File: src/rtl/core/fpagc_pkg.sv
`timescale 1ns / 1ps
// ----------------------------------------------------------------------------
// fpagc_pkg
// Shared widths, constants and types of the frame peak gain control block.
// ----------------------------------------------------------------------------
package fpagc_pkg;

   localparam int SAMPLE_W   = 16;
   localparam int GAIN_W     = 16;
   localparam int GAIN_FRAC  = 8;
   localparam int ERR_W      = 32;
   localparam int ERR_FRAC   = 15;
   localparam int PEAK_W     = 24;
   localparam int LEV_W      = 17;
   localparam int LEV_SHIFT  = 15;
   localparam int DIFF_W     = PEAK_W + 1;
   localparam int STEP_SHIFT = 23;
   localparam int CFG_W      = 16;

   localparam int DIGIT_W    = 4;
   localparam int MUL_A_W    = 32;
   localparam int MUL_B_W    = 16;
   localparam int PROD_W     = MUL_A_W + MUL_B_W;
   localparam int MUL_STEPS  = MUL_B_W / DIGIT_W;
   localparam int MUL_CNT_W  = $clog2(MUL_STEPS);

   localparam int DELTA_W    = PROD_W - STEP_SHIFT;
   localparam int GSUM_W     = DELTA_W + 1;

   localparam int CSR_IDX_W  = 3;

   localparam logic [GAIN_W-1:0]   GAIN_RESET     = 16'd256;
   localparam logic [CFG_W-1:0]    MAX_GAIN_RESET = 16'hFFFF;
   localparam logic [MUL_B_W-1:0]  ERR_KEEP       = 16'd29491;
   localparam logic [MUL_B_W-1:0]  ERR_NEW        = 16'd3277;
   localparam logic [SAMPLE_W-1:0] SAMPLE_MAX     = 16'h7FFF;
   localparam logic [SAMPLE_W-1:0] SAMPLE_MIN     = 16'h8000;
   localparam logic [ERR_W-1:0]    ERR_MAX        = 32'h7FFF_FFFF;
   localparam logic [ERR_W-1:0]    ERR_MIN        = 32'h8000_0000;

   typedef enum logic [CSR_IDX_W-1:0] {
      CSR_AGC_ENABLE   = 3'd0,
      CSR_ADAPT_STEP   = 3'd1,
      CSR_TARGET_LEVEL = 3'd2,
      CSR_MIN_GAIN     = 3'd3,
      CSR_MAX_GAIN     = 3'd4
   } csr_index_type;

   typedef struct packed {
      logic             agc_enable;
      logic [CFG_W-1:0] adapt_step;
      logic [CFG_W-1:0] target_level;
      logic [CFG_W-1:0] min_gain;
      logic [CFG_W-1:0] max_gain;
      logic             enable_wr;
   } cfg_type;

   typedef enum logic [2:0] {
      ST_IDLE,
      ST_EMIT,
      ST_MUL_SMP,
      ST_MUL_LEV,
      ST_MUL_KEEP,
      ST_MUL_NEW,
      ST_MUL_STEP
   } state_type;

   typedef enum logic [2:0] {
      MSEL_SAMPLE,
      MSEL_LEV,
      MSEL_KEEP,
      MSEL_NEW,
      MSEL_STEP
   } msel_type;

   typedef struct packed {
      logic     mul_start;
      msel_type mul_sel;
      logic     out_load;
      logic     out_pass;
      logic     smp_done;
      logic     lev_done;
      logic     keep_done;
      logic     new_done;
      logic     step_done;
   } ctl_type;

endpackage

File: src/rtl/core/frame_peak_agc.sv
`timescale 1ns / 1ps
// ----------------------------------------------------------------------------
// frame_peak_agc
// Frame based peak gain control for 16-bit audio samples.
// ----------------------------------------------------------------------------
// Samples enter on the req_ stream (tdata = sample, tlast = last sample of a
// frame) and leave on the rsp_ stream, one result item per input item, with
// tlast copied. Registers are written through csr_we/csr_index/csr_wdata;
// the user must write them only while the block is idle, as the block does
// not enforce it. A write to the enable register clears the level error.
// With gain control on, a sample is multiplied by the gain in a shared
// 4-bit digit-serial multiplier and the result is registered when the
// multiplication is done; with gain control off the sample is registered
// unchanged. Either way the next item is taken only after the result is
// loaded into the output register. The last sample of a frame adds four more
// multiplications (target squared, the two error weights and the step)
// before the next item is taken.
// Reset restores unity gain, zero error and peak, and the register defaults.
// The result sits in an output register: a stalled receiver holds it there,
// and the block stops at the next result until that register frees.
// ----------------------------------------------------------------------------
module frame_peak_agc (
   input  logic                                 clock,
   input  logic                                 reset,
   input  logic                                 req_tvalid,
   output logic                                 req_tready,
   input  logic [fpagc_pkg::SAMPLE_W-1:0]       req_tdata,   // [15:0] sample_in
   input  logic                                 req_tlast,
   output logic                                 rsp_tvalid,
   input  logic                                 rsp_tready,
   output logic [fpagc_pkg::SAMPLE_W-1:0]       rsp_tdata,   // [15:0] sample_out
   output logic                                 rsp_tlast,
   input  logic                                 csr_we,
   input  logic [fpagc_pkg::CSR_IDX_W-1:0]      csr_index,
   input  logic [fpagc_pkg::CFG_W-1:0]          csr_wdata
);
   import fpagc_pkg::*;

   cfg_type                    cfg;
   ctl_type                    ctl;
   state_type                  state_ff, state_in;

   logic                       take;
   logic                       out_free;
   logic                       mul_done;
   logic signed [PROD_W-1:0]   mul_prod;
   logic signed [MUL_A_W-1:0]  mul_a;
   logic        [MUL_B_W-1:0]  mul_b;

   logic [SAMPLE_W-1:0]        smp_ff, smp_in;
   logic                       last_ff, last_in;
   logic [GAIN_W-1:0]          gain_ff, gain_in;
   logic signed [ERR_W-1:0]    err_ff, err_in;
   logic [PEAK_W-1:0]          peak_ff, peak_in;
   logic [LEV_W-1:0]           lev_ff, lev_in;
   logic signed [PROD_W-1:0]   sum_ff, sum_in;
   logic                       rsp_valid_ff, rsp_valid_in;
   logic [SAMPLE_W-1:0]        rsp_data_ff, rsp_data_in;
   logic                       rsp_last_ff, rsp_last_in;

   logic signed [SAMPLE_W:0]   smp_sx;
   logic [SAMPLE_W:0]          smp_abs;
   logic [PEAK_W-1:0]          mag;
   logic [PEAK_W-1:0]          neg_mag;
   logic [SAMPLE_W-1:0]        smp_res;
   logic signed [DIFF_W-1:0]   diff;
   logic signed [PROD_W-1:0]   sum_all;
   logic signed [ERR_W:0]      e_wide;
   logic signed [ERR_W-1:0]    e_sat;
   logic signed [DELTA_W-1:0]  delta;
   logic signed [GSUM_W-1:0]   g_sum;
   logic [GAIN_W-1:0]          g_clamp;

   fpagc_csr u_csr (
      .clock     (clock),
      .reset     (reset),
      .csr_we    (csr_we),
      .csr_index (csr_index),
      .csr_wdata (csr_wdata),
      .cfg       (cfg)
   );

   fpagc_mul u_mul (
      .clock (clock),
      .reset (reset),
      .start (ctl.mul_start),
      .op_a  (mul_a),
      .op_b  (mul_b),
      .done  (mul_done),
      .prod  (mul_prod)
   );

   assign req_tready = (state_ff == ST_IDLE);
   assign take       = req_tvalid && req_tready;
   assign out_free   = !rsp_valid_ff || rsp_tready;

   // ---------------- sequencer ----------------
   always_comb begin
      state_in = state_ff;
      unique case (state_ff)
         ST_IDLE:     if (req_tvalid) state_in = cfg.agc_enable ? ST_MUL_SMP : ST_EMIT;
         ST_EMIT:     if (out_free) state_in = ST_IDLE;
         ST_MUL_SMP:  if (mul_done && out_free) state_in = last_ff ? ST_MUL_LEV : ST_IDLE;
         ST_MUL_LEV:  if (mul_done) state_in = ST_MUL_KEEP;
         ST_MUL_KEEP: if (mul_done) state_in = ST_MUL_NEW;
         ST_MUL_NEW:  if (mul_done) state_in = ST_MUL_STEP;
         ST_MUL_STEP: if (mul_done) state_in = ST_IDLE;
         default:     state_in = ST_IDLE;
      endcase
   end

   always_comb begin
      ctl = '0;
      unique case (state_ff)
         ST_IDLE: begin
            if (req_tvalid && cfg.agc_enable) begin
               ctl.mul_start = 1'b1;
               ctl.mul_sel   = MSEL_SAMPLE;
            end
         end
         ST_EMIT: begin
            ctl.out_load = out_free;
            ctl.out_pass = 1'b1;
         end
         ST_MUL_SMP: begin
            if (mul_done && out_free) begin
               ctl.out_load = 1'b1;
               ctl.smp_done = 1'b1;
               if (last_ff) begin
                  ctl.mul_start = 1'b1;
                  ctl.mul_sel   = MSEL_LEV;
               end
            end
         end
         ST_MUL_LEV: begin
            if (mul_done) begin
               ctl.lev_done  = 1'b1;
               ctl.mul_start = 1'b1;
               ctl.mul_sel   = MSEL_KEEP;
            end
         end
         ST_MUL_KEEP: begin
            if (mul_done) begin
               ctl.keep_done = 1'b1;
               ctl.mul_start = 1'b1;
               ctl.mul_sel   = MSEL_NEW;
            end
         end
         ST_MUL_NEW: begin
            if (mul_done) begin
               ctl.new_done  = 1'b1;
               ctl.mul_start = 1'b1;
               ctl.mul_sel   = MSEL_STEP;
            end
         end
         ST_MUL_STEP: begin
            ctl.step_done = mul_done;
         end
         default: ctl = '0;
      endcase
   end

   // ---------------- datapath ----------------
   assign smp_sx  = $signed({req_tdata[SAMPLE_W-1], req_tdata});
   assign smp_abs = smp_sx[SAMPLE_W] ? (SAMPLE_W+1)'(-smp_sx) : (SAMPLE_W+1)'(smp_sx);

   // magnitude of the gained sample, truncated toward zero
   assign mag     = mul_prod[PEAK_W+GAIN_FRAC-1:GAIN_FRAC];
   assign neg_mag = '0 - mag;

   always_comb begin
      if (smp_ff[SAMPLE_W-1]) begin
         if (mag > {{(PEAK_W-SAMPLE_W){1'b0}}, SAMPLE_MIN}) smp_res = SAMPLE_MIN;
         else smp_res = neg_mag[SAMPLE_W-1:0];
      end else begin
         if (mag > {{(PEAK_W-SAMPLE_W){1'b0}}, SAMPLE_MAX}) smp_res = SAMPLE_MAX;
         else smp_res = mag[SAMPLE_W-1:0];
      end
   end

   assign diff = $signed({{(DIFF_W-LEV_W){1'b0}}, lev_ff}) - $signed({1'b0, peak_ff});

   // new error: weighted sum, floor shift, saturate to 32 bits
   assign sum_all = sum_ff + mul_prod;
   assign e_wide  = $signed(sum_all[PROD_W-1:ERR_FRAC]);
   assign e_sat   = (e_wide[ERR_W] != e_wide[ERR_W-1]) ?
                    (e_wide[ERR_W] ? $signed(ERR_MIN) : $signed(ERR_MAX)) :
                    e_wide[ERR_W-1:0];

   assign delta = $signed(mul_prod[PROD_W-1:STEP_SHIFT]);
   assign g_sum = $signed({{(GSUM_W-GAIN_W){1'b0}}, gain_ff})
                + $signed({delta[DELTA_W-1], delta});

   always_comb begin
      priority if (g_sum < $signed({{(GSUM_W-CFG_W){1'b0}}, cfg.min_gain}))
         g_clamp = cfg.min_gain;
      else if (g_sum > $signed({{(GSUM_W-CFG_W){1'b0}}, cfg.max_gain}))
         g_clamp = cfg.max_gain;
      else
         g_clamp = g_sum[GAIN_W-1:0];
   end

   always_comb begin
      unique case (ctl.mul_sel)
         MSEL_SAMPLE: begin
            mul_a = {{(MUL_A_W-SAMPLE_W-1){1'b0}}, smp_abs};
            mul_b = gain_ff;
         end
         MSEL_LEV: begin
            mul_a = {{(MUL_A_W-CFG_W){1'b0}}, cfg.target_level};
            mul_b = cfg.target_level;
         end
         MSEL_KEEP: begin
            mul_a = err_ff;
            mul_b = ERR_KEEP;
         end
         MSEL_NEW: begin
            mul_a = {{(MUL_A_W-DIFF_W){diff[DIFF_W-1]}}, diff};
            mul_b = ERR_NEW;
         end
         MSEL_STEP: begin
            mul_a = e_sat;
            mul_b = cfg.adapt_step;
         end
         default: begin
            mul_a = '0;
            mul_b = '0;
         end
      endcase
   end

   always_comb begin
      smp_in  = take ? req_tdata : smp_ff;
      last_in = take ? req_tlast : last_ff;
      lev_in  = ctl.lev_done ? mul_prod[LEV_SHIFT+LEV_W-1:LEV_SHIFT] : lev_ff;
      sum_in  = ctl.keep_done ? mul_prod : sum_ff;

      gain_in = ctl.step_done ? g_clamp : gain_ff;

      err_in = err_ff;
      if (cfg.enable_wr) err_in = '0;
      else if (ctl.new_done) err_in = e_sat;

      peak_in = peak_ff;
      if (ctl.step_done) peak_in = '0;
      else if (ctl.smp_done && mag > peak_ff) peak_in = mag;

      rsp_valid_in = rsp_valid_ff;
      rsp_data_in  = rsp_data_ff;
      rsp_last_in  = rsp_last_ff;
      if (ctl.out_load) begin
         rsp_valid_in = 1'b1;
         rsp_data_in  = ctl.out_pass ? smp_ff : smp_res;
         rsp_last_in  = last_ff;
      end else if (rsp_tready) begin
         rsp_valid_in = 1'b0;
      end
   end

   always_ff @(posedge clock) begin
      if (reset) begin
         state_ff     <= ST_IDLE;
         gain_ff      <= GAIN_RESET;
         err_ff       <= '0;
         peak_ff      <= '0;
         rsp_valid_ff <= 1'b0;
      end else begin
         state_ff     <= state_in;
         gain_ff      <= gain_in;
         err_ff       <= err_in;
         peak_ff      <= peak_in;
         rsp_valid_ff <= rsp_valid_in;
      end
      smp_ff      <= smp_in;
      last_ff     <= last_in;
      lev_ff      <= lev_in;
      sum_ff      <= sum_in;
      rsp_data_ff <= rsp_data_in;
      rsp_last_ff <= rsp_last_in;
   end

   assign rsp_tvalid = rsp_valid_ff;
   assign rsp_tdata  = rsp_data_ff;
   assign rsp_tlast  = rsp_last_ff;

   a_gain_clamped: assert property (@(posedge clock) disable iff (reset)
      ctl.step_done |=> (gain_ff >= $past(cfg.min_gain)) || (gain_ff == $past(cfg.max_gain)))
      else $error("gain left its clamp range");

   a_peak_cleared: assert property (@(posedge clock) disable iff (reset)
      ctl.step_done |=> peak_ff == '0)
      else $error("frame peak not cleared after update");

   a_no_overwrite: assert property (@(posedge clock) disable iff (reset)
      ctl.out_load |-> !rsp_valid_ff || rsp_tready)
      else $error("result register overwritten while stalled");

   a_mul_start_when_free: assert property (@(posedge clock) disable iff (reset)
      (ctl.mul_start && state_ff != ST_IDLE) |-> mul_done)
      else $error("multiplier restarted while busy");

   a_bypass_holds_gain: assert property (@(posedge clock) disable iff (reset)
      (take && !cfg.agc_enable) |=> $stable(gain_ff) && state_ff == ST_EMIT)
      else $error("pass-through item moved the gain");

endmodule

File: src/rtl/core/fpagc_mul.sv
`timescale 1ns / 1ps
// ----------------------------------------------------------------------------
// fpagc_mul
// Digit-serial multiplier: signed operand times unsigned operand, one
// multiplier digit per cycle, most significant digit first.
// ----------------------------------------------------------------------------
module fpagc_mul (
   input  logic                                  clock,
   input  logic                                  reset,
   input  logic                                  start,
   input  logic signed [fpagc_pkg::MUL_A_W-1:0]  op_a,
   input  logic        [fpagc_pkg::MUL_B_W-1:0]  op_b,
   output logic                                  done,
   output logic signed [fpagc_pkg::PROD_W-1:0]   prod
);
   import fpagc_pkg::*;

   logic signed [MUL_A_W-1:0]         a_ff, a_in;
   logic        [MUL_B_W-1:0]         b_ff, b_in;
   logic signed [PROD_W-1:0]          acc_ff, acc_in;
   logic        [MUL_CNT_W-1:0]       cnt_ff, cnt_in;
   logic                              run_ff, run_in;
   logic                              done_ff, done_in;
   logic signed [MUL_A_W+DIGIT_W:0]   part;
   logic signed [PROD_W-1:0]          part_ext;

   // partial product of the operand and the current digit
   assign part     = a_ff * $signed({1'b0, b_ff[MUL_B_W-1 -: DIGIT_W]});
   assign part_ext = {{(PROD_W-MUL_A_W-DIGIT_W-1){part[MUL_A_W+DIGIT_W]}}, part};

   always_comb begin
      a_in    = a_ff;
      b_in    = b_ff;
      acc_in  = acc_ff;
      cnt_in  = cnt_ff;
      run_in  = run_ff;
      done_in = done_ff;
      if (start) begin
         a_in    = op_a;
         b_in    = op_b;
         acc_in  = '0;
         cnt_in  = '0;
         run_in  = 1'b1;
         done_in = 1'b0;
      end else if (run_ff) begin
         acc_in = (acc_ff <<< DIGIT_W) + part_ext;
         b_in   = b_ff << DIGIT_W;
         cnt_in = cnt_ff + 1'b1;
         if (cnt_ff == MUL_CNT_W'(MUL_STEPS-1)) begin
            run_in  = 1'b0;
            done_in = 1'b1;
         end
      end
   end

   always_ff @(posedge clock) begin
      if (reset) begin
         run_ff  <= 1'b0;
         done_ff <= 1'b0;
         cnt_ff  <= '0;
      end else begin
         run_ff  <= run_in;
         done_ff <= done_in;
         cnt_ff  <= cnt_in;
      end
      a_ff   <= a_in;
      b_ff   <= b_in;
      acc_ff <= acc_in;
   end

   assign done = done_ff;
   assign prod = acc_ff;

   a_start_clears_done: assert property (@(posedge clock) disable iff (reset)
      start |=> !done_ff && run_ff)
      else $error("multiplier start did not clear done");

   a_run_excludes_done: assert property (@(posedge clock) disable iff (reset)
      run_ff |-> !done_ff)
      else $error("multiplier busy and done together");

   a_done_after_run: assert property (@(posedge clock) disable iff (reset)
      $rose(done_ff) |-> $past(run_ff))
      else $error("multiplier done without a run");

   a_last_digit_finishes: assert property (@(posedge clock) disable iff (reset)
      (run_ff && !start && cnt_ff == MUL_CNT_W'(MUL_STEPS-1)) |=> done_ff && !run_ff)
      else $error("multiplier did not finish after its last digit");

endmodule

File: src/rtl/core/fpagc_csr.sv
`timescale 1ns / 1ps
// ----------------------------------------------------------------------------
// fpagc_csr
// Configuration registers of the gain control block, write only.
// ----------------------------------------------------------------------------
module fpagc_csr (
   input  logic                                clock,
   input  logic                                reset,
   input  logic                                csr_we,
   input  logic [fpagc_pkg::CSR_IDX_W-1:0]     csr_index,
   input  logic [fpagc_pkg::CFG_W-1:0]         csr_wdata,
   output fpagc_pkg::cfg_type                  cfg
);
   import fpagc_pkg::*;

   logic             enable_ff, enable_in;
   logic [CFG_W-1:0] step_ff, step_in;
   logic [CFG_W-1:0] target_ff, target_in;
   logic [CFG_W-1:0] min_ff, min_in;
   logic [CFG_W-1:0] max_ff, max_in;
   logic             enable_wr;

   always_comb begin
      enable_in = enable_ff;
      step_in   = step_ff;
      target_in = target_ff;
      min_in    = min_ff;
      max_in    = max_ff;
      enable_wr = 1'b0;
      if (csr_we) begin
         unique case (csr_index)
            CSR_AGC_ENABLE: begin
               enable_in = csr_wdata[0];
               enable_wr = 1'b1;
            end
            CSR_ADAPT_STEP:   step_in   = csr_wdata;
            CSR_TARGET_LEVEL: target_in = csr_wdata;
            CSR_MIN_GAIN:     min_in    = csr_wdata;
            CSR_MAX_GAIN:     max_in    = csr_wdata;
            default: ;
         endcase
      end
   end

   always_ff @(posedge clock) begin
      if (reset) begin
         enable_ff <= 1'b0;
         step_ff   <= '0;
         target_ff <= '0;
         min_ff    <= '0;
         max_ff    <= MAX_GAIN_RESET;
      end else begin
         enable_ff <= enable_in;
         step_ff   <= step_in;
         target_ff <= target_in;
         min_ff    <= min_in;
         max_ff    <= max_in;
      end
   end

   assign cfg.agc_enable   = enable_ff;
   assign cfg.adapt_step   = step_ff;
   assign cfg.target_level = target_ff;
   assign cfg.min_gain     = min_ff;
   assign cfg.max_gain     = max_ff;
   assign cfg.enable_wr    = enable_wr;

   a_max_written: assert property (@(posedge clock) disable iff (reset)
      (csr_we && csr_index == CSR_MAX_GAIN) |=> cfg.max_gain == $past(csr_wdata))
      else $error("max gain write lost");

   a_hold_without_write: assert property (@(posedge clock) disable iff (reset)
      !csr_we |=> $stable(enable_ff) && $stable(step_ff) && $stable(target_ff)
                  && $stable(min_ff) && $stable(max_ff))
      else $error("configuration moved without a write");

   a_enable_wr_needs_we: assert property (@(posedge clock) disable iff (reset)
      cfg.enable_wr |-> csr_we && csr_index == CSR_AGC_ENABLE)
      else $error("enable write strobe without a write");

endmodule
File: config.mk
export PLATFORM = sky130hd
export DESIGN_NAME = frame_peak_agc
export DESIGN_NICKNAME = d
export VERILOG_FILES = /design/src/rtl/core/fpagc_pkg.sv /design/src/rtl/core/frame_peak_agc.sv /design/src/rtl/core/fpagc_mul.sv /design/src/rtl/core/fpagc_csr.sv
export SDC_FILE = /design/constraint.sdc
export NUM_CORES = 1
export LEC_CHECK = 0
export ABC_AREA = 1
export CORE_UTILIZATION = 45
export DETAILED_ROUTE_END_ITERATION = 12
export DONT_BUFFER_PORTS = 1
export HOLD_SLACK_MARGIN = 0.1
export PLACE_DENSITY = 0.59
export SLEW_MARGIN = 20
export SYNTH_ARGS = -nofsm -noshare
export SYNTH_HDL_FRONTEND = slang
export SYNTH_SLANG_ARGS = --single-unit
File: constraint.sdc
create_clock -name clock -period 14 [get_ports clock]
set_input_delay 0 -clock clock [delete_from_list [all_inputs] [get_ports clock]]
set_output_delay 0 -clock clock [all_outputs]
set_load 0.1 [all_outputs]
# --- After elaboration in Yosys (flattened, before gate mapping) ---
# Cells that the tools add are included.
totals:
  register_bits: 340
  inputBits: 41
  out_inout_bits: 19
  elab_cells: 125
op_classes:
  addsub: 7
  n_mul: 1
  magnitude_cmp: 5
  eq_ne: 23
  muxes: 46
  n_reduce_logical: 21
op_table:
  columns: ["operator", "count"]
  rows:
  - ["$pmux 32 s5", 1]
  - ["$mux 16", 8]
  - ["$pmux 16 s5", 1]
  - ["$mux 32", 2]
  - ["$add 48x37->48", 1]
  - ["$add 48x48->48", 1]
  - ["$mul 32x5->37", 1]
  - ["$add 17x25->26", 1]
  - ["$gt 26x17->1", 1]
  - ["$lt 26x17->1", 1]
  - ["$sub 17x24->25", 1]
  - ["$gt 24x15->1 const B", 1]
  - ["$gt 24x16->1 const B", 1]
  - ["$gt 24x24->1", 1]
  - ["$mux 3", 7]
  - ["$pmux 3 s7", 1]
  - ["$mux 4", 5]
  - ["$pmux 4 s5", 1]
  - ["$eq 3x2->1 const B", 6]
  - ["$mux 17", 1]
  - ["$neg 16->17", 1]
  - ["$sub 1x16->16 const A", 1]
  - ["$eq 3x3->1 const B", 5]
  - ["$mux 1", 15]
  - ["other kinds (17)", 38]

# --- Longest topological paths before layout ---
depth:
  ltp_word: 8
  depth_mapped: 26
  ltp_nobuf: 25

# --- Hierarchy ---
# A second synthesis with hierarchy kept.
unflattened:
  cells_unflattened: 4255
  area_unflattened_um2: 29648.4
modules_own_cells:
  columns: ["module", "instances", "cells_each", "area_each_um2", "seq_area_each_um2"]
  rows:
  - ["frame_peak_agc", 1, 2156, 14935.6, 4494.3]
  - ["fpagc_mul", 1, 1730, 12095.4, 2482.4]
  - ["fpagc_csr", 1, 369, 2617.5, 1301.2]

# --- Worst setup path after synthesis ---
# OpenSTA, ideal clock, no wires.
synth_path:
  path_kind: "register -> register"
  startpoint: "register u_mul.b_ff[13]"
  endpoint: "register u_mul.acc_ff[21], in the netlist u_mul.prod[21]"
  setup_time_ns: 0.056
  arrival_time_ns: 4.321
  required_time_ns: 13.944
  path_slack_ns: 9.623
  path_stages_with_launch: 25
  path_buffers: 1
  synth_period_minus_slack_ns: 4.377
  cell_sequence: "edfxtp_1 -> clkbuf_1 -> nand2_1 -> inv_1 -> fa_1 -> inv_1 -> fa_1 -> inv_1 -> fa_1 -> inv_1 -> fa_1 -> inv_1 -> nand3_1 -> nand2_1 -> a21boi_1 -> o21ai_0 -> inv_1 -> nor2_1 -> nor2_1 -> o21ai_0 -> nand2_1 -> a21o_1 -> nand3_1 -> nand2_1 -> inv_1"
synth_between:
  elab_chain_len: 2
synth_rtl:
  columns: ["element", "line", "source"]
  rows:
  - ["start, declared", "fpagc_mul.sv:19", "logic [MUL_B_W-1:0] b_ff, b_in;"]
  - ["start signal, assigned", "fpagc_mul.sv:67", "b_ff <= b_in;"]
  - ["$mul 32x5->37", "fpagc_mul.sv:28", "assign part = a_ff * $signed({1'b0, b_ff[MUL_B_W-1 -: DIGIT_W]});"]
  - ["$add 48x37->48", "fpagc_mul.sv:46", "acc_in = (acc_ff <<< DIGIT_W) + part_ext;"]
  - ["end signal, assigned", "fpagc_mul.sv:68", "acc_ff <= acc_in;"]
  - ["end, declared", "fpagc_mul.sv:20", "logic signed [PROD_W-1:0] acc_ff, acc_in;"]
# Every way passes these cells.
# A chain may end at the register's enable or synchronous reset.

# --- Final worst setup path ---
layout_path:
  startpoint: "register u_mul.b_ff[15]"
  endpoint: "register u_mul.acc_ff[43], in the netlist u_mul.prod[43]"
# Same word-level chain as after synthesis.

==> key figures <==
Status
  • Status: finished, final reports clean

Logic synthesis
  • Number of flops mapped to enable cells by yosys: 147
  • Ys Warns: 0
  • Post-Synthesis Cells: 3860
  • Distinct cells, synth: 57
  • Ys async rst share: 0%
  • Average size of a mapped cell: 7.28 um^2
  • Syn nets: 4255
  • Cell Area, Synth: 28100 um^2
  • Main synth FF type: dfxtp_1
  • Seq cells post-synth: 340
  • Sequential cell area fraction in the yosys report: 29.4%

Worst setup path
  • Worst path most repeated cell: inv_1
  • Critical path fanouts, max: 18
  • Slowest cell delay on critical path: 0.65 ns
  • CP bufs+invs: 7
  • Critical Path RT: 14.47 ns
  • Critical path arrival: 5.78 ns
  • Crit Path Class: flip-flop to flip-flop
  • Largest delay share family, worst path: adder cells
  • Crit-path cells: buf_8, nand2_1, inv_1, ha_1, inv_1, fa_1, inv_1, fa_1, inv_1, fa_1, inv_1, nand3_1, nand2_1, a21boi_1, o21ai_0, nand3b_1, nand3_1, nand3_1, o21ai_0, xor2_1, o21ai_0, inv_1
  • CP Launch Type: flip-flop
  • Crit end category: flip-flop
  • CP max-delay cell: edfxtp_1

Layout
  • Commonest non-fill, non-tap cells in the layout: nand2_1 (836), inv_1 (656), a21oi_1 (383)
  • Fin nets: 4296
  • Share of layout cells above drive strength 1: 5.08%
  • Multi-input logic area: 17000 um^2
  • Flip-flop and latch area: 8280 um^2
  • Layout filler cell count: 6290
  • Fin util: 50.3%
  • Post-Layout Cell Count: 4774
  • Most common cell after layout, fill and taps aside: nand2_1
  • Area grow syn2layout: 10.5%

Clocking
  • TritonCTS Buffers: 41
  • H-tree depth: 2
  • Clk buf depth: 3
  • Root buffer cell: clkbuf_16
  • Clock-pin transition on the worst setup and hold timing paths: 0.06 ns
  • Clock latency on the worst-skew pair: 0.59 ns
  • Sink Count: 340
  • CTS tree: built

Floorplanning
  • Site Rows: 91
  • I/O Pins: 60
  • Die ar.: 63500 um^2
  • Core ar.: 61700 um^2
  • Die Wd: 252 um
  • Die Height: 252 um
  • Starting Density: 45.6%

GRT
  • GRT Resource Usage Total: 29.8%
  • Met1 track demand over resource: 41.2%
  • Met3 Usage GRT: 4.34%
  • Most used routing layer: met2
  • Largest net degree at the start of global routing: 71
  • First-pass GRT wire length: 145000 um
  • Congestion Overflow GR: 0
  • M2 GR Usage: 48.1%
  • Vias in the first global route: 24582
  • Initial antenna violation count: 4

Flow run
  • Max Cap Viol: 0

Drt
  • Via count: 25784
  • Final wirelength: 95000 um
  • Avg WL per Cell: 19.9 um
  • Starting DRT DRC Count: 2112
  • Routed Antenna Nets: 0
  • Routed vias/inst: 5.40
  • 1st-pass router iterations: 5
  • DRC violations left: 0

Place
  • GP Congestion: 0.971
  • Post-DP HPWL: 73300 um
  • DP Cell Count: 4644
  • Port Buffers: 0

Pwr
  • P_leak: 14.6 nW
  • Pwr Density: 226 nW/um^2
  • Maximum vdd ir drop: 0.000107 V

STA
  • RSZ-0062 raised after global routing: no
  • Max transition margin: 23.5%
  • Highest clock rate: 188 MHz
  • Endpoints failing setup: 0
  • Setup TNS: 0 ns
  • Final hold violation count: 0
  • Fin crit share: 37.9%
  • Final min period: 5.31 ns
  • Least-Margin Pin Slew: 1.15 ns
  • Worst hold margin: 0.130 ns
  • Skew final: 0.0190 ns
  • Max-slew violations: 0

Min path
  • Tightest Hold Check Type: input port to flip-flop
==> worst register-to-register path, delay by kind of cell, from the launching register on <==
| family | cells | cell delay (ns) |
|---|---|---|
| DFF | 1 | 0.65 |
| xor gates and xnor gates | 1 | 0.11 |
| AOI/OAI and AO/OA | 4 | 1.19 |
| and+or+nand+nor | 6 | 0.86 |
| adders and majority gates | 4 | 1.80 |
| buffers and inverters | 7 | 0.60 |
==> kinds of logic after synthesis <==
family	share of synthesized area, %
xor gates and xnor gates	2.62
AOI/OAI and AO/OA	15.3
adders and majority gates	19.0
and+or+nand+nor	23.2
DFF	29.4
buffers and inverters	10.4
==> state kept, by name, summed over array words and instances (netlist names), 3 cells and up <==
name	count
rsp_tdata	16
u_mul.prod	48
sum_ff	48
peak_ff	24
lev_ff	17
u_mul.b_ff	16
state_ff	3
smp_ff	16
u_csr.min_ff	16
u_mul.a_ff	32
err_ff	32
gain_ff	16
u_csr.step_ff	16
u_csr.target_ff	16
u_csr.max_ff	16
==> cells in the mapped netlist (all sizes together), types with 6 or more instances <==
cell type,number,area [um^2]
o21bai,21,158
a21o,28,210
o211ai,33,248
nand3b,10,75.1
xor2,54,473
and3,8,50.1
nor2,372,1440
ha,233,2920
nor4,17,136
a21oi,385,1930
dfxtp,193,3860
o21a,8,60.1
a31oi,22,138
o21ai,230,1150
a221oi,7,61.3
nand4,57,363
a21boi,11,82.6
xnor2,30,263
clkinv,7,26.3
o2111ai,6,52.6
nand2,848,3220
nand3,155,856
a211oi,8,60.1
nor3,39,200
clkbuf,84,315
buf,14,95.1
edfxtp,147,4410
inv,664,2490
or2,27,169
fa,121,2420
==> final timing paths <==
| path | start | to | slack, ns | depth (start not counted) |
|---|---|---|---|---|
| max reg2reg | u_mul.b_ff[15]$_DFFE_PP_ | u_mul.prod[43]$_SDFFE_PP0P_ | 8.69 | 22 |
| max | u_mul.b_ff[15]$_DFFE_PP_ | u_mul.prod[43]$_SDFFE_PP0P_ | 8.69 | 22 |
| min reg2reg | u_csr.target_ff[9]$_SDFFE_PP0P_ | u_csr.target_ff[9]$_SDFFE_PP0P_ | 0.45 | 2 |
| min | req_tdata[11] | u_mul.a_ff[11]$_DFFE_PP_ | 0.13 | 3 |
==> where the power goes <==
group	internal (mW)	switching (mW)	total (mW)
clock network	0.641	0.469	1.11
registers	1.20	0.312	1.51
logic	1.45	2.95	4.41
total	3.29	3.74	7.03
==> metrics by stage <==
stage	area, um^2	setup WS, ns	power, mW
after floorplan	28100	9.62	4.45
after global placement	29100	8.55	5.84
after detailed placement	29200	8.74	5.83
after CTS	31100	8.76	6.99
after global routing	31100	8.38	7.59
final	31100	8.69	7.03
==> final cells by class <==
class                   instances  share of cell area (%)
diodes                          3                  0.0242
clock buffers                  57                    3.85
clock inverters                19                   0.632
inverters                     671                    8.12
multi-input cells            2751                    54.6
flip-flops and latches        340                    26.7
well taps                     837                    3.37
repair buffers                 96                    2.75
==> metal layers <==
layer  wire [um]  vias up
li1            -    12682
met1       42500    12195
met2       42900      769
met3        6750      138
met4        2790        0
met5           0        -
==> what timing repair did <==
item / CTS / global route
hold buffers: 51 / 0
gates resized for setup: 0 / 0
buffers inserted: 0 / 0
endpoints found under the hold margin: 205 / 0
(Power assumes the default switching activity.)
